### config.mk
export PLATFORM = sky130hd
export DESIGN_NAME = tga_pixel_rle_decoder_top
export DESIGN_NICKNAME = d
export VERILOG_FILES = /design/src/hw/rtl/trd_pkg.sv /design/src/hw/rtl/trd_front.sv /design/src/hw/rtl/trd_queue.sv /design/src/hw/rtl/trd_back.sv /design/src/hw/rtl/tga_pixel_rle_decoder_top.sv
export SDC_FILE = /design/constraint.sdc
export NUM_CORES = 1
export LEC_CHECK = 0
export ABC_AREA = 1
export BUFFER_PORTS_ARGS = -buffer_cell sky130_fd_sc_hd__buf_2
export CAP_MARGIN = 0
export CORE_ASPECT_RATIO = 0.75
export CORE_UTILIZATION = 40
export DETAILED_ROUTE_END_ITERATION = 12
export SLEW_MARGIN = 20
export SYNTH_ARGS = -nofsm -noshare
export SYNTH_HDL_FRONTEND = slang
export SYNTH_HIERARCHICAL = 1
export SYNTH_SLANG_ARGS = --single-unit
### constraint.sdc
create_clock -name i_clk -period 5.1 [get_ports i_clk]
set_input_delay 0.51 -clock i_clk [delete_from_list [all_inputs] [get_ports i_clk]]
set_output_delay 0.51 -clock i_clk [all_outputs]
set_load 0.005 [all_outputs]
### src/hw/rtl/trd_pkg.sv
package trd_pkg;

    // configuration register indexes
    localparam logic [1:0] CFG_RLE_MODE        = 2'd0;
    localparam logic [1:0] CFG_BYTES_PER_PIXEL = 2'd1;
    localparam logic [1:0] CFG_PIXEL_TOTAL     = 2'd2;

    localparam int unsigned CFG_INDEX_W = 2;
    localparam int unsigned CFG_DATA_W  = 32;

    // reset values of the registers
    localparam logic [2:0]  BPP_RESET   = 3'd4;
    localparam logic [31:0] TOTAL_RESET = 32'd1;

    typedef enum logic [1:0] {
        FMT_16,
        FMT_24,
        FMT_32
    } t_pix_fmt;

    // one assembled pixel on its way from the front to the back
    typedef struct packed {
        logic [7:0] byte0;
        logic [7:0] byte1;
        logic [7:0] byte2;
        logic [7:0] last;
        t_pix_fmt   fmt;
        logic [7:0] count;
        logic       done;
    } t_pix_rec;

endpackage

### src/hw/rtl/trd_front.sv
module trd_front (
    input  logic                           i_clk,
    input  logic                           i_rst_n,
    input  logic                           i_cfg_wr,
    input  logic [trd_pkg::CFG_INDEX_W-1:0] i_cfg_index,
    input  logic [trd_pkg::CFG_DATA_W-1:0]  i_cfg_data,
    input  logic                           i_byte_acc,
    input  logic [7:0]                     i_data_byte,
    output logic                           o_rec_valid,
    output trd_pkg::t_pix_rec              o_rec
);
    import trd_pkg::*;

    logic        r_rle_mode, n_rle_mode;
    logic [2:0]  r_bpp, n_bpp;
    logic [31:0] r_pixel_total, n_pixel_total;
    logic [1:0]  r_byte_pos, n_byte_pos;
    logic [7:0]  r_held [3];
    logic        r_expect_header, n_expect_header;
    logic        r_packet_is_run, n_packet_is_run;
    logic [7:0]  r_packet_left, n_packet_left;
    logic [31:0] r_pixels_left, n_pixels_left;

    t_pix_fmt    fmt;
    logic [1:0]  last_pos;
    logic        live;
    logic        is_header;
    logic        is_partial;
    logic [7:0]  run_cnt;
    logic [7:0]  clamp_cnt;
    logic        restart;

    always_comb begin
        if (r_bpp inside {[3'd0:3'd2]}) begin
            fmt      = FMT_16;
            last_pos = 2'd1;
        end else if (r_bpp == 3'd3) begin
            fmt      = FMT_24;
            last_pos = 2'd2;
        end else begin
            fmt      = FMT_32;
            last_pos = 2'd3;
        end
    end

    assign live       = i_byte_acc && (r_pixels_left != 32'd0);
    assign is_header  = r_rle_mode && r_expect_header;
    assign is_partial = r_byte_pos < last_pos;

    // run packets cover the whole packet in one item
    always_comb begin
        if (r_rle_mode && r_packet_is_run) begin
            run_cnt = (r_packet_left == 8'd0) ? 8'd1 : r_packet_left;
        end else begin
            run_cnt = 8'd1;
        end
        if ({24'd0, run_cnt} > r_pixels_left) begin
            clamp_cnt = r_pixels_left[7:0];
        end else begin
            clamp_cnt = run_cnt;
        end
    end

    always_comb begin
        n_rle_mode      = r_rle_mode;
        n_bpp           = r_bpp;
        n_pixel_total   = r_pixel_total;
        n_byte_pos      = r_byte_pos;
        n_expect_header = r_expect_header;
        n_packet_is_run = r_packet_is_run;
        n_packet_left   = r_packet_left;
        n_pixels_left   = r_pixels_left;
        o_rec_valid     = 1'b0;
        restart         = 1'b0;

        if (i_cfg_wr) begin
            case (i_cfg_index)
                CFG_RLE_MODE: begin
                    n_rle_mode = i_cfg_data[0];
                    restart    = 1'b1;
                end
                CFG_BYTES_PER_PIXEL: begin
                    n_bpp   = i_cfg_data[2:0];
                    restart = 1'b1;
                end
                CFG_PIXEL_TOTAL: begin
                    n_pixel_total = i_cfg_data;
                    restart       = 1'b1;
                end
                default: ;
            endcase
            if (restart) begin
                n_byte_pos      = 2'd0;
                n_expect_header = 1'b1;
                n_packet_is_run = 1'b0;
                n_packet_left   = 8'd0;
                n_pixels_left   = n_pixel_total;
            end
        end else if (live) begin
            if (is_header) begin
                n_packet_is_run = i_data_byte[7];
                n_packet_left   = {1'b0, i_data_byte[6:0]} + 8'd1;
                n_expect_header = 1'b0;
                n_byte_pos      = 2'd0;
            end else if (is_partial) begin
                n_byte_pos = r_byte_pos + 2'd1;
            end else begin
                n_byte_pos  = 2'd0;
                o_rec_valid = 1'b1;
                if (r_rle_mode) begin
                    if (r_packet_is_run) begin
                        n_packet_left = 8'd0;
                    end else if (r_packet_left != 8'd0) begin
                        n_packet_left = r_packet_left - 8'd1;
                    end
                    if (n_packet_left == 8'd0) begin
                        n_expect_header = 1'b1;
                    end
                end
                n_pixels_left = r_pixels_left - {24'd0, clamp_cnt};
            end
        end
    end

    always_ff @(posedge i_clk) begin
        if (!i_rst_n) begin
            r_rle_mode      <= 1'b0;
            r_bpp           <= BPP_RESET;
            r_pixel_total   <= TOTAL_RESET;
            r_byte_pos      <= 2'd0;
            r_expect_header <= 1'b1;
            r_packet_is_run <= 1'b0;
            r_packet_left   <= 8'd0;
            r_pixels_left   <= TOTAL_RESET;
        end else begin
            r_rle_mode      <= n_rle_mode;
            r_bpp           <= n_bpp;
            r_pixel_total   <= n_pixel_total;
            r_byte_pos      <= n_byte_pos;
            r_expect_header <= n_expect_header;
            r_packet_is_run <= n_packet_is_run;
            r_packet_left   <= n_packet_left;
            r_pixels_left   <= n_pixels_left;
        end
    end

    // held bytes of the pixel being assembled
    always_ff @(posedge i_clk) begin
        if (!i_cfg_wr && live && !is_header && is_partial) begin
            r_held[r_byte_pos] <= i_data_byte;
        end
    end

    always_comb begin
        o_rec.byte0 = r_held[0];
        o_rec.byte1 = r_held[1];
        o_rec.byte2 = r_held[2];
        o_rec.last  = i_data_byte;
        o_rec.fmt   = fmt;
        o_rec.count = clamp_cnt;
        o_rec.done  = (r_pixels_left == {24'd0, clamp_cnt});
    end

endmodule

### src/hw/rtl/trd_queue.sv
module trd_queue #(
    parameter int unsigned DEPTH = 4
) (
    input  logic              i_clk,
    input  logic              i_rst_n,
    input  logic              i_push,
    input  trd_pkg::t_pix_rec i_rec,
    output logic              o_full,
    input  logic              i_pop,
    output logic              o_empty,
    output trd_pkg::t_pix_rec o_rec
);
    import trd_pkg::*;

    localparam int unsigned PTR_W = (DEPTH > 1) ? $clog2(DEPTH) : 1;
    localparam int unsigned CNT_W = $clog2(DEPTH + 1);
    localparam logic [PTR_W-1:0] PTR_LAST = PTR_W'(DEPTH - 1);
    localparam logic [CNT_W-1:0] CNT_FULL = CNT_W'(DEPTH);

    t_pix_rec         r_mem [DEPTH];
    logic [PTR_W-1:0] r_wr_ptr, n_wr_ptr;
    logic [PTR_W-1:0] r_rd_ptr, n_rd_ptr;
    logic [CNT_W-1:0] r_count, n_count;
    logic             do_push;
    logic             do_pop;

    assign o_full  = (r_count == CNT_FULL);
    assign o_empty = (r_count == '0);
    assign do_push = i_push && !o_full;
    assign do_pop  = i_pop && !o_empty;
    assign o_rec   = r_mem[r_rd_ptr];

    always_comb begin
        n_wr_ptr = r_wr_ptr;
        n_rd_ptr = r_rd_ptr;
        n_count  = r_count;
        if (do_push) begin
            n_wr_ptr = (r_wr_ptr == PTR_LAST) ? '0 : r_wr_ptr + PTR_W'(1);
        end
        if (do_pop) begin
            n_rd_ptr = (r_rd_ptr == PTR_LAST) ? '0 : r_rd_ptr + PTR_W'(1);
        end
        if (do_push && !do_pop) begin
            n_count = r_count + CNT_W'(1);
        end else if (do_pop && !do_push) begin
            n_count = r_count - CNT_W'(1);
        end
    end

    always_ff @(posedge i_clk) begin
        if (!i_rst_n) begin
            r_wr_ptr <= '0;
            r_rd_ptr <= '0;
            r_count  <= '0;
        end else begin
            r_wr_ptr <= n_wr_ptr;
            r_rd_ptr <= n_rd_ptr;
            r_count  <= n_count;
        end
    end

    always_ff @(posedge i_clk) begin
        if (do_push) begin
            r_mem[r_wr_ptr] <= i_rec;
        end
    end

endmodule

### src/hw/rtl/trd_back.sv
module trd_back (
    input  logic              i_clk,
    input  logic              i_rst_n,
    input  logic              i_rec_valid,
    input  trd_pkg::t_pix_rec i_rec,
    output logic              o_rec_pop,
    input  logic              i_pop,
    output logic              o_empty,
    output logic [7:0]        o_red,
    output logic [7:0]        o_green,
    output logic [7:0]        o_blue,
    output logic [7:0]        o_alpha,
    output logic [7:0]        o_repeat_count,
    output logic              o_image_done
);
    import trd_pkg::*;

    logic       r_valid, n_valid;
    logic [7:0] r_red, r_green, r_blue, r_alpha, r_count;
    logic       r_done;
    logic [7:0] n_red, n_green, n_blue, n_alpha;

    // the output register takes a new item when it is free or being drained
    assign o_rec_pop = i_rec_valid && (!r_valid || i_pop);

    always_comb begin
        case (i_rec.fmt)
            FMT_16: begin
                n_red   = {i_rec.last[6:2], 3'b000};
                n_green = {i_rec.last[1:0], i_rec.byte0[7:5], 3'b000};
                n_blue  = {i_rec.byte0[4:0], 3'b000};
                n_alpha = {i_rec.last[7], 7'd0};
            end
            FMT_24: begin
                n_red   = i_rec.last;
                n_green = i_rec.byte1;
                n_blue  = i_rec.byte0;
                n_alpha = 8'd0;
            end
            default: begin
                n_red   = i_rec.byte2;
                n_green = i_rec.byte1;
                n_blue  = i_rec.byte0;
                n_alpha = i_rec.last;
            end
        endcase
    end

    always_comb begin
        n_valid = r_valid;
        if (o_rec_pop) begin
            n_valid = 1'b1;
        end else if (i_pop) begin
            n_valid = 1'b0;
        end
    end

    always_ff @(posedge i_clk) begin
        if (!i_rst_n) begin
            r_valid <= 1'b0;
        end else begin
            r_valid <= n_valid;
        end
    end

    always_ff @(posedge i_clk) begin
        if (o_rec_pop) begin
            r_red   <= n_red;
            r_green <= n_green;
            r_blue  <= n_blue;
            r_alpha <= n_alpha;
            r_count <= i_rec.count;
            r_done  <= i_rec.done;
        end
    end

    assign o_empty        = !r_valid;
    assign o_red          = r_red;
    assign o_green        = r_green;
    assign o_blue         = r_blue;
    assign o_alpha        = r_alpha;
    assign o_repeat_count = r_count;
    assign o_image_done   = r_done;

endmodule

### src/hw/rtl/tga_pixel_rle_decoder_top.sv
// TGA pixel-data decoder for uncompressed (type 2) and run-length (type 10)
// images. Push the bytes of the pixel-data section one at a time; pop decoded
// pixels as red, green, blue and alpha bytes with a repeat count (a run packet
// gives one item covering the whole run, cut at the end of the image, every
// other pixel gives an item with count 1) and an image_done flag on the item
// that completes the image. One byte is taken every clock while full is low:
// the front assembles pixels and tracks packets and the pixel count, and an
// item then passes a QUEUE_DEPTH-entry queue and the output register of the
// expansion stage. full rises only when the queue is full, which happens only
// while the result side is not popping. Header bytes and bytes after the image
// is complete give no item. Configuration writes are always ready (o_cfg_ready
// is tied high) and writes to registers 0 to 2 restart decoding; write them
// only while the block is idle. Register 0 is rle_mode, 1 is bytes_per_pixel
// (0 or 1 read as 2, 5 to 7 as 4), 2 is pixel_total.
module tga_pixel_rle_decoder_top #(
    parameter int unsigned QUEUE_DEPTH = 4
) (
    input  logic                            i_clk,
    input  logic                            i_rst_n,
    // byte input
    input  logic                            push,
    output logic                            full,
    input  logic [7:0]                      i_data_byte,
    // pixel output
    output logic                            empty,
    input  logic                            pop,
    output logic [7:0]                      o_red,
    output logic [7:0]                      o_green,
    output logic [7:0]                      o_blue,
    output logic [7:0]                      o_alpha,
    output logic [7:0]                      o_repeat_count,
    output logic                            o_image_done,
    // configuration writes
    input  logic                            i_cfg_valid,
    output logic                            o_cfg_ready,
    input  logic [trd_pkg::CFG_INDEX_W-1:0] i_cfg_index,
    input  logic [trd_pkg::CFG_DATA_W-1:0]  i_cfg_data
);
    import trd_pkg::*;

    logic     byte_acc;
    logic     cfg_wr;
    logic     front_valid;
    t_pix_rec front_rec;
    logic     q_full;
    logic     q_empty;
    t_pix_rec q_rec;
    logic     back_pop;

    assign o_cfg_ready = 1'b1;
    assign cfg_wr      = i_cfg_valid;

    // a byte is taken whenever the queue has room for what it might produce
    assign full     = q_full;
    assign byte_acc = push && !q_full;

    // front: packet headers, pixel assembly, count clamping
    trd_front u_front (
        .i_clk       (i_clk),
        .i_rst_n     (i_rst_n),
        .i_cfg_wr    (cfg_wr),
        .i_cfg_index (i_cfg_index),
        .i_cfg_data  (i_cfg_data),
        .i_byte_acc  (byte_acc),
        .i_data_byte (i_data_byte),
        .o_rec_valid (front_valid),
        .o_rec       (front_rec)
    );

    // short queue so the byte side and the pixel side stall on their own
    trd_queue #(
        .DEPTH (QUEUE_DEPTH)
    ) u_queue (
        .i_clk   (i_clk),
        .i_rst_n (i_rst_n),
        .i_push  (front_valid),
        .i_rec   (front_rec),
        .o_full  (q_full),
        .i_pop   (back_pop),
        .o_empty (q_empty),
        .o_rec   (q_rec)
    );

    // back: colour expansion into the output register
    trd_back u_back (
        .i_clk          (i_clk),
        .i_rst_n        (i_rst_n),
        .i_rec_valid    (!q_empty),
        .i_rec          (q_rec),
        .o_rec_pop      (back_pop),
        .i_pop          (pop),
        .o_empty        (empty),
        .o_red          (o_red),
        .o_green        (o_green),
        .o_blue         (o_blue),
        .o_alpha        (o_alpha),
        .o_repeat_count (o_repeat_count),
        .o_image_done   (o_image_done)
    );

endmodule

==> results_dict.tcl, run 1 <==
set metrics [dict create \
    outcome "finished, final reports clean" \
    grt_pass1_wl_mm 58.8 \
    r2r_start "u_front/r_packet_left[1]" \
    insertion_delay_ns 0.54 \
    timing.hold.worst.start "i_cfg_data[2]" \
    final_cell_mix "304 x nand2_1, 288 x nor2_1, 237 x edfxtp_1" \
    dp_hpwl_mm 24.8 \
    fin_worst_skew_ns 0.0308 \
    final.min_clock_period_ns 4.44 \
    final_cell_area_mm2 0.0172 \
    seq_area_frac_synth_pct 59.0 \
    grt_pass1_vias 10600 \
    crit_type "flop to flop" \
    hp-class "input pin to flop" \
    worst_slew_pin_slew_ns 1.05 \
    layoutNonFillerInstCount 2233 \
    die_area_mm2 0.0386 \
    clk_path_buf_depth 3 \
    synth_compound_area_share_pct 10.7 \
    synth.net_count 1712 \
    gp_congestion 0.912 \
    postCtsHoldBufs 0 \
    cp.arrival_ns 4.87 \
    post_cts_buffers 0 \
    fillers 3535 \
    setup_ws_ns 0.656 \
    drc 0 \
    critical_path.max_fanout 16 \
    cts_tree "yes" \
    holdPathEnd "u_front/r_bpp[2]" \
    cts_buffers 36 \
    fin_nets 1780 \
    synthToLayoutAreaGrowth_pct 13.5 \
    timing.setup.tns_ns 0 \
    cp-start-kind "flop" \
    num_io_pins 91 \
    r2r_setup_slack_ns 0.66 \
    core_area_mm2 0.0372 \
    avgSynthCellArea_um2 9.25 \
    power_mw 6.35 \
    rsz0062_at_grt "false" \
    yosys.area_share.adder_pct 2.66 \
    layout-drive-gt1-share_pct 12.2 \
    grt_max_degree 91 \
    post_cts_resized 0 \
    wl_per_cell_um 16.9 \
    yosysTopAreaCell "edfxtp_1" \
    synth_top_area_share_pct 47.1 \
    critPathCaptureType "flop" \
    multi_input_area_mm2 0.00525 \
    clkTransAtPathRegs_ns 0.06 \
    ir_drop_v 0.000213 \
    fp.dieW_um 226 \
    ys_ff_latch 327 \
    synth.distinct_cells 43 \
    pre_cts_ws_ns 0.525 \
    cts_num_sinks 327 \
    maxSlewHeadroom_pct 29.7 \
    drt_iter0_drc 1063 \
    ff_latch_area_mm2 0.00892 \
    cts_root_buf "clkbuf_16" \
    drv_cap 0 \
    r2r.worst_path.cells 27 \
    synthMuxAreaShare_pct 0 \
    vias 11500 \
    vias_per_cell 5.15 \
    synth-xor-area-share_pct 0.463 \
    syn_inst 1634 \
    finalMaxSlewViolations 0 \
    hold_viol_final 0 \
    synth-simple-area-share_pct 20.3 \
    die_h_um 170 \
    dp.cells 2168 \
    synth_area_leaders "edfxtp_1 47%, dfxtp_1 12%, nand2_1 7.6%" \
    overflow 0 \
    antenna_left 0 \
    placed_cell_area_mm2 0.0159 \
    leakage_nw 6.79 \
    timing.hold.worst_path_depth 3 \
    synth_warnings 6 \
    synth_top_family_by_area "simple AND/OR/NAND/NOR gates" \
    setup_viol 0 \
    wl_mm 37.8 \
    max_freq_ghz 0.225 \
    layout_commonest_cell "nand2_1" \
    num_rows 61 \
    final_util_pct 46.2 \
    portBuffers 89 \
    hold_slack_ns 0.229 \
    antenna_found_initial 3 \
    drtPass1Iterations 5 \
    power_density_mw_per_mm2 370 \
    required_ns 5.52 \
    post-route-period-util_pct 87.1 \
    syn_area_mm2 0.0151 \
    htreeDepth 2 \
    start_util_pct 40.7 \
    grt_usage_pct 19.7 \
    timing.rr.end "u_front/r_pixels_left[21]" \
]
## power by group
| group | internal (mW) | switching (mW) |
|---|---|---|
| Combinational | 0.220 | 0.509 |
| Clock | 1.60 | 1.08 |
| Sequential | 2.90 | 0.0470 |
| Total | 4.71 | 1.64 |
## worst max-delay path: stages (launching register included)
cell,delay (ns)
dfxtp_1,0.32
inv_1,0.11
ha_1,0.26
nand2_1,0.12
nor2_2,0.22
inv_1,0.08
ha_1,0.19
nand3_1,0.08
inv_1,0.07
ha_1,0.17
inv_1,0.05
a21oi_1,0.05
o21ai_0,0.14
nand2_1,0.07
o211ai_1,0.13
nand3_4,0.23
o21ai_1,0.18
buf_4,0.17
inv_1,0.05
ha_1,0.35
a21oi_1,0.21
o21ai_0,0.15
nor2_1,0.45
nand4_1,0.16
nand3_1,0.12
nand2_1,0.06
nor2_1,0.10
nor2_1,0.04
## kinds of logic after synthesis
logic type | Yosys count
other | 1
flip-flops | 327
buffers and inverters | 223
AND/OR/NAND/NOR | 736
XOR/XNOR | 8
adder cells (fa/ha/maj) | 31
AO/OA/AOI/OAI | 308
## cell type report
cell class	count	share of cell area, %
Inverter	146	3.19
Clock buffer	41	5.48
Antenna cell	1	0.0146
Timing Repair Buffer	107	3.38
Multi-Input combinational cell	1084	30.6
Tap cell	504	3.68
Clock inverter	23	1.66
Sequential cell	327	52.0
## Yosys cell counts (all sizes together)
cell,number
clkinv,1
dfxtp,90
nor4,1
nor2,305
edfxtp,237
a31oi,1
or2,2
buf,52
nor3b,1
xor2,5
o21ai,173
nand2,310
o22ai,44
nand3b,3
ha,29
clkbuf,25
nor3,12
nand4,16
inv,145
nand3,86
xnor2,3
a21oi,86
o211ai,2
o21a,1
fa,2
a21boi,1
conb,1
## state kept, by name (all words and copies together) (netlist names), named ones only
register,count
u_front/r_byte_pos,2
u_back/o_image_done,1
u_back/r_valid,1
u_back/o_blue,8
u_queue/r_mem,172
u_front/r_pixels_left,32
u_front/r_packet_is_run,1
u_queue/r_wr_ptr,2
u_front/r_expect_header,1
u_queue/r_rd_ptr,2
u_front/r_held,24
u_back/o_repeat_count,8
u_back/o_alpha,8
u_front/r_rle_mode,1
u_front/r_bpp,3
u_back/o_green,8
u_front/r_packet_left,8
u_back/o_red,8
u_front/r_pixel_total,32
u_queue/r_count,3
## how the worst max path moves through the flow
stage | end | start
floorplan | u_queue/r_count[1] | u_queue/r_count[1]
global route | u_front/r_pixels_left[30] | u_front/r_packet_left[1]
detailed placement | u_front/r_pixels_left[30] | u_front/r_packet_left[1]
CTS | u_front/r_pixels_left[30] | u_front/r_packet_left[1]
global placement | u_front/r_pixels_left[30] | u_front/r_packet_left[0]
finish | u_front/r_pixels_left[21] | u_front/r_packet_left[1]
## per-layer routing
layer | vias up | track usage (%) | part of all wire (%)
met1 | 5500 | 30.6 | 50
met2 | 317 | 28.4 | 42
met3 | 40 | 3.31 | 6.6
met5 | - | 0 | 0
li1 | 5637 | - | -
met4 | 0 | 4.14 | 1.4
No activity file was read; power rests on OpenSTA's default activity.
==> run 2: changes to the inputs <==
ABC_AREA = unset   (was 1)
==> run 2 against run 1 <==
Against the previous run:
- clock skew down 0.011 ns
- critical path type unchanged
- register-to-register slack worse by 0.40 ns
- power decreased by 5.9%
- clock power shrank 6%
- largest cell class unchanged
- via count shrank 19%
- wire length shrank 14%
- highest routed layer unchanged
- synthesized cell count is 31% lower
==> results_dict.tcl, run 2 <==
set metrics [dict create \
    outcome "finished, final reports clean" \
    vias_per_cell 5.45 \
    r2r.worst_path.cells 20 \
    vias 9316 \
    worstPathCellList "nor4_2 -> and3_1 -> inv_1 -> ha_1 -> and3_1 -> ha_1 -> nor2b_1 -> o21ai_0 -> nand2b_1 -> a211oi_1 -> nor2_2 -> buf_4 -> mux2i_1 -> ha_1 -> a211oi_1 -> o211ai_1 -> a211oi_1 -> nand2_1 -> or4_2 -> o311a_1" \
    holdPathEnd "u_front/r_pixel_total[14]" \
    ir_drop_v 0.000224 \
    timing.hold.worst.start "i_cfg_data[14]" \
    synth_common_cells "237 x edfxtp_1, 158 x nand2_1, 90 x dfxtp_1" \
    maxSlewHeadroom_pct 27.9 \
    seq_area_frac_synth_pct 60.8 \
    r2r_start "u_front/r_packet_left[3]" \
    insertion_delay_ns 0.53 \
    die_h_um 168 \
    top_regs "u_queue/r_mem (172), u_front/r_pixel_total (32), u_front/r_pixels_left (32)" \
    drv_cap 0 \
    synth_warnings 6 \
    cp.arrival_ns 5.26 \
    overflow 0 \
    synth_edf_count 237 \
    fin_worst_skew_ns 0.0198 \
    cp_slowest_cell "or4_2" \
    setup_ws_ns 0.252 \
    synth_top_area_share_pct 48.5 \
    hp-class "input pin to flop" \
    htreeDepth 2 \
    antenna_left 0 \
    clk_path_buf_depth 3 \
    synth.distinct_cells 87 \
    cts_buffers 35 \
    fp.dieW_um 223 \
    drc 0 \
    regMostFlops "u_queue/r_mem" \
    die_area_mm2 0.0374 \
    pre_cts_ws_ns 0.239 \
    hold_viol_final 0 \
    antenna_cells 0 \
    ys_ff_latch 327 \
    portBuffers 89 \
    timing.rr.end "u_front/r_pixels_left[23]" \
    fin_nets 1295 \
    cp-start-kind "flop" \
    grt_max_degree 56 \
    synth.net_count 1213 \
    gp_congestion 0.839 \
    final.min_clock_period_ns 4.85 \
    leakage_nw 5.67 \
    final_cell_mix "237 x edfxtp_1, 158 x nand2_1, 89 x buf_2" \
    layoutNonFillerInstCount 1708 \
    layout-drive-gt1-share_pct 20.8 \
    timing.hold.worst_path_depth 3 \
    cts_num_sinks 327 \
    wl_mm 32.5 \
    largest_reg_flops 172 \
    synth_area_leaders "edfxtp_1 49%, dfxtp_1 12%, mux4_2 6.1%" \
    worst_slew_pin_slew_ns 1.08 \
    finalMaxSlewViolations 0 \
    antenna_found_initial 0 \
    max_freq_ghz 0.206 \
    num_io_pins 91 \
    wl_per_cell_um 19.0 \
    critPathCaptureType "flop" \
    final_util_pct 46.2 \
    required_ns 5.51 \
    post-route-period-util_pct 95.1 \
    async_flop_share_pct 0 \
    num_rows 60 \
    drt_iter0_drc 708 \
    syn_area_mm2 0.0147 \
    cpPeakStageDelay_ns 0.65 \
    yosysTopAreaCell "edfxtp_1" \
    r2r_setup_slack_ns 0.25 \
    cts_root_buf "clkbuf_16" \
    drtPass1Iterations 5 \
    synth-main-ff-cell "edfxtp_1" \
    setup_viol 0 \
    synth_most_common_cell "edfxtp_1" \
    dp_hpwl_mm 20.9 \
    core_area_mm2 0.0360 \
    grt_pass1_wl_mm 50.8 \
    critical_path.max_fanout 8 \
    post_cts_resized 0 \
    power_mw 5.98 \
    clkTransAtPathRegs_ns 0.06 \
    layout_commonest_cell "edfxtp_1" \
    grt_usage_pct 17.4 \
    power_density_mw_per_mm2 360 \
    dp.cells 1641 \
    cts_tree "yes" \
    fillers 3207 \
    avgSynthCellArea_um2 12.9 \
    syn_inst 1135 \
    grt_pass1_vias 8860 \
    synthToLayoutAreaGrowth_pct 13.3 \
    start_util_pct 40.8 \
    crit_type "flop to flop" \
]
-- run 2: cell types whose count changed in the layout (fill, tap and decap cells not counted), moves of 27 or more --
cell     previous run  this run
o21ai_0           150        26
mux4_2              0        40
inv_1             139        24
mux2i_1             0        27
nand2_1           304       158
nor2_1            288        55
o22ai_1            43         4
nand3_1            84        24
-- run 2: area by class of cell --
class                           instances  area [um^2]  share of cell area, %
Clock buffer                           53         1000                   6.04
Clock inverter                         10          145                  0.874
Inverter                               26         97.6                  0.588
Multi-Input combinational cell        711         5210                   31.4
Sequential cell                       327         8920                   53.7
Tap cell                              465          582                   3.50
Timing Repair Buffer                  116          648                   3.90
-- run 2: critical path: cells and delay by family, from the launching register on --
kind                     cells  cell delay [ns]
buffers and inverters        2             0.26
adder cells (fa/ha/maj)      3             0.68
multiplexers                 1             0.20
flip-flops                   1             0.37
AND/OR/NAND/NOR              8             2.08
AO/OA/AOI/OAI                6             1.14
-- run 2: per-layer routing --
metal | part of all wire [%] | global-route usage (%) | routed length, um | vias to the layer above
li1 | - | - | - | 4441
met1 | 48 | 25.6 | 15500 | 4560
met2 | 45 | 26.8 | 14500 | 270
met3 | 5.8 | 3.18 | 1870 | 45
met4 | 1.8 | 3.84 | 595 | 0
met5 | 0 | 0 | 0 | -
-- run 2: worst max-delay path by stage --
| stage | slack, ns | startpoint | to | depth (start not counted) |
|---|---|---|---|---|
| 2_1_floorplan | 0.57 | u_front/r_packet_left[2] | u_front/r_pixels_left[23] | 21 |
| 3_3_place_gp | 0.34 | u_front/r_packet_left[3] | u_front/r_pixels_left[14] | 20 |
| 3_5_place_dp | 0.24 | u_front/r_packet_left[3] | u_front/r_pixels_left[14] | 20 |
| 4_1_cts | 0.20 | u_front/r_packet_left[3] | u_front/r_pixels_left[14] | 20 |
| 5_1_grt | -0.01 | u_front/r_packet_left[3] | u_front/r_pixels_left[28] | 21 |
| 6_report | 0.25 | u_front/r_packet_left[3] | u_front/r_pixels_left[23] | 20 |
-- run 2: cell families after synthesis --
group           Yosys count  synth area share (%)
simple gates            365                  12.3
flops                   327                  60.8
compound gates          217                  9.87
buf+inv                  97                  3.75
mux                      87                  9.93
fa+ha+maj                31                  2.75
xor+xnor                 10                 0.597
other cells               1                0.0256
-- run 2: where the power goes --
| group | internal (mW) | switching, mW | total (mW) | leakage, nW |
|---|---|---|---|---|
| Combinational | 0.204 | 0.349 | 0.552 | 2.32 |
| Clock | 1.48 | 1.03 | 2.51 | 0.556 |
| Sequential | 2.87 | 0.0417 | 2.92 | 2.80 |
| Total | 4.56 | 1.42 | 5.98 | 5.67 |
-- run 2: timing repair --
action	CTS	global route
setup buffers	0	4
hold buffers	0	0
setup endpoints to repair	0	12
-- run 2: stage by stage --
step | instance area, um^2 | hold slack, ns | TNS, ns
2_1_floorplan | 14700 | 0.431 | 0
3_5_place_dp | 15400 | 0.441 | 0
4_1_cts | 16600 | 0.206 | 0
6_report | 16600 | 0.225 | 0
5_1_grt | 16600 | 0.217 | -0.0201
3_3_place_gp | 15400 | 0.437 | 0
==> run 3: changes to the inputs <==
ABC_AREA = 1   (was unset)
clock period = 4.3 ns   (was 5.1 ns; I/O delays follow)
==> run 3 against run 2 <==
Against the previous run:
- die area up 3.1%
- power up 28%
- wire length up 19%
- register-to-register slack worse by 0.07 ns
- fmax up 18%
- clock skew down 0.0036 ns
- combinational power up 70%
- design area up 5.7%
- utilization up 1.0 points
- sequential power up 20%
- critical path type unchanged
- largest power group unchanged
==> results_dict.tcl, run 3 (same netlist as run 1, synthesis figures left out) <==
set metrics [dict create \
    critPathCaptureType "flop" \
    num_io_pins 91 \
    fin_nets 1807 \
    overflow 0 \
    dp_hpwl_mm 24.8 \
    cts_buffers 35 \
    drv_cap 0 \
    grt_max_degree 89 \
    crit_top_cell "a21oi_1" \
    finalMaxSlewViolations 0 \
    die_h_um 170 \
    crit_cells 26 \
    vias 11600 \
    cp.arrival_ns 4.54 \
    cp-start-kind "flop" \
    maxSlewHeadroom_pct 22.0 \
    required_ns 4.72 \
    ir_drop_v 0.000214 \
    cts_tree "yes" \
    wl_per_cell_um 17.0 \
    grt_usage_pct 19.9 \
    layout-drive-gt1-share_pct 14.9 \
    power_density_mw_per_mm2 436 \
    antenna_found_initial 2 \
    grt_pass1_vias 10600 \
    postCtsHoldBufs 0 \
    p_clk_share_pct 42.1 \
    hold_viol_final 0 \
    regMostFlops "u_queue/r_mem" \
    grt_pass1_wl_mm 59.3 \
    r2r_setup_slack_ns 0.18 \
    clkTransAtPathRegs_ns 0.07 \
    r2r.worst_path.cells 26 \
    timing.setup.tns_ns 0 \
    timing.rr.end "u_front/r_pixels_left[27]" \
    top_regs "u_queue/r_mem (172), u_front/r_pixel_total (32), u_front/r_pixels_left (32)" \
    hp-class "input pin to flop" \
    final.min_clock_period_ns 4.12 \
    drc 0 \
    num_rows 61 \
    largest_reg_flops 172 \
    vias_per_cell 5.14 \
    synthToLayoutAreaGrowth_pct 16.1 \
    cp_num_buf_inv 6 \
    p_int_mw 5.68 \
    setup.worst_path.end "u_front/r_pixels_left[27]" \
    final_cell_area_mm2 0.0175 \
    portBuffers 89 \
    setup_viol 0 \
    p_seq_share_pct 45.6 \
    start_util_pct 40.7 \
    outcome "finished, final reports clean" \
    antenna_left 0 \
    die_area_mm2 0.0386 \
    swShare_pct 25.7 \
    fp.dieW_um 226 \
    pwr-share-comb_pct 12.3 \
    fillers 3563 \
    final_cell_mix "301 x nand2_1, 286 x nor2_1, 237 x edfxtp_1" \
    layout_commonest_cell "nand2_1" \
    insertion_delay_ns 0.53 \
    fin_worst_skew_ns 0.0162 \
    max_freq_ghz 0.243 \
    clk_path_buf_depth 3 \
    power.switching_mw 1.97 \
    r2r_start "u_front/r_packet_left[1]" \
    wl_mm 38.5 \
    crit_type "flop to flop" \
    path_delay_family "compound AO/OA/AOI/OAI gates" \
    cpPeakStageDelay_ns 0.35 \
    cts_root_buf "clkbuf_16" \
    cp_slowest_cell "ha_1" \
    startpoint "u_front/r_packet_left[1]" \
    drtPass1Iterations 6 \
    core_area_mm2 0.0372 \
    critical_path.max_fanout 8 \
    worst_slew_pin_slew_ns 1.17 \
    antenna_cells 0 \
    timing.hold.worst_path_depth 3 \
    htreeDepth 2 \
    cts_num_sinks 327 \
    leakage_nw 6.95 \
    drt_iter0_drc 988 \
    post-route-period-util_pct 95.8 \
    placed_cell_area_mm2 0.0161 \
    gp_congestion 0.921 \
]
## run 3: changes by cell type in the layout (fill, tap and decap cells not counted), sizes merged, moves of 27 or more
| cell | before | now |
|---|---|---|
| inv | 28 | 148 |
| nor2 | 57 | 305 |
| mux4 | 43 | 0 |
| mux2i | 27 | 0 |
| o21ai | 28 | 173 |
| nand2 | 158 | 310 |
| o22ai | 4 | 44 |
| nand3 | 24 | 87 |
## run 3: how the worst min path moves through the flow
stage / to / start / slack (ns)
after floorplan: u_front/r_expect_header / u_front/r_expect_header / 0.43
after global placement: u_front/r_expect_header / u_front/r_expect_header / 0.44
after detailed placement: u_front/r_expect_header / u_front/r_expect_header / 0.45
after CTS: u_front/r_bpp[2] / i_cfg_data[2] / 0.11
after global routing: u_front/r_bpp[2] / i_cfg_data[2] / 0.17
final: u_front/r_bpp[2] / i_cfg_data[2] / 0.13
## run 3: power groups by stage
stage / sequential, mW / clock [mW] / combinational [mW]
floorplan: 3.54 / 0 / 0.634
detailed placement: 3.55 / 0 / 0.872
finish: 3.49 / 3.22 / 0.938
global route: 3.50 / 3.41 / 1.05
CTS: 3.49 / 3.29 / 0.877
global placement: 3.55 / 0 / 0.865
## run 3: timing repair
item,CTS,global route
setup buffers,0,10
resized for setup,4,39
pin swaps,0,9
setup endpoints to repair,7,33
hold endpoints to repair,0,0
cloned,0,1
## run 3: final cells by class
class | count | area, um^2 | share of cell area, %
clock buffer | 41 | 930 | 5.30
clock inverter | 23 | 307 | 1.75
inverter | 146 | 548 | 3.12
multi-input combinational | 1085 | 5380 | 30.7
sequential | 327 | 8920 | 50.8
tap | 504 | 631 | 3.59
timing repair buffer | 134 | 833 | 4.75
## run 3: worst min-delay path, cell delays in order
cell     delay, ns
buf_2         0.09
nand2_1       0.05
nand3_1       0.06
## run 3: per-layer routing
metal	GRT usage, %	part of all wire [%]	vias to the layer above
li1	-	-	5696
met1	31.6	50	5530
met2	27.6	42	346
met3	2.99	6.5	51
met4	4.99	1.6	2
met5	0	0.026	-
## run 3: metrics by stage
stage	hold slack, ns	std cells	util (%)	power (mW)	setup slack (ns)
5_1_grt	0.167	2260	47.2	7.95	-0.0826
6_report	0.132	2260	47.2	7.64	0.182
2_1_floorplan	0.428	1634	-	4.17	0.133
3_3_place_gp	0.439	2185	43.3	4.42	0.103
4_1_cts	0.111	2249	46.6	7.65	0.00901
3_5_place_dp	0.449	2185	43.3	4.43	-0.0359
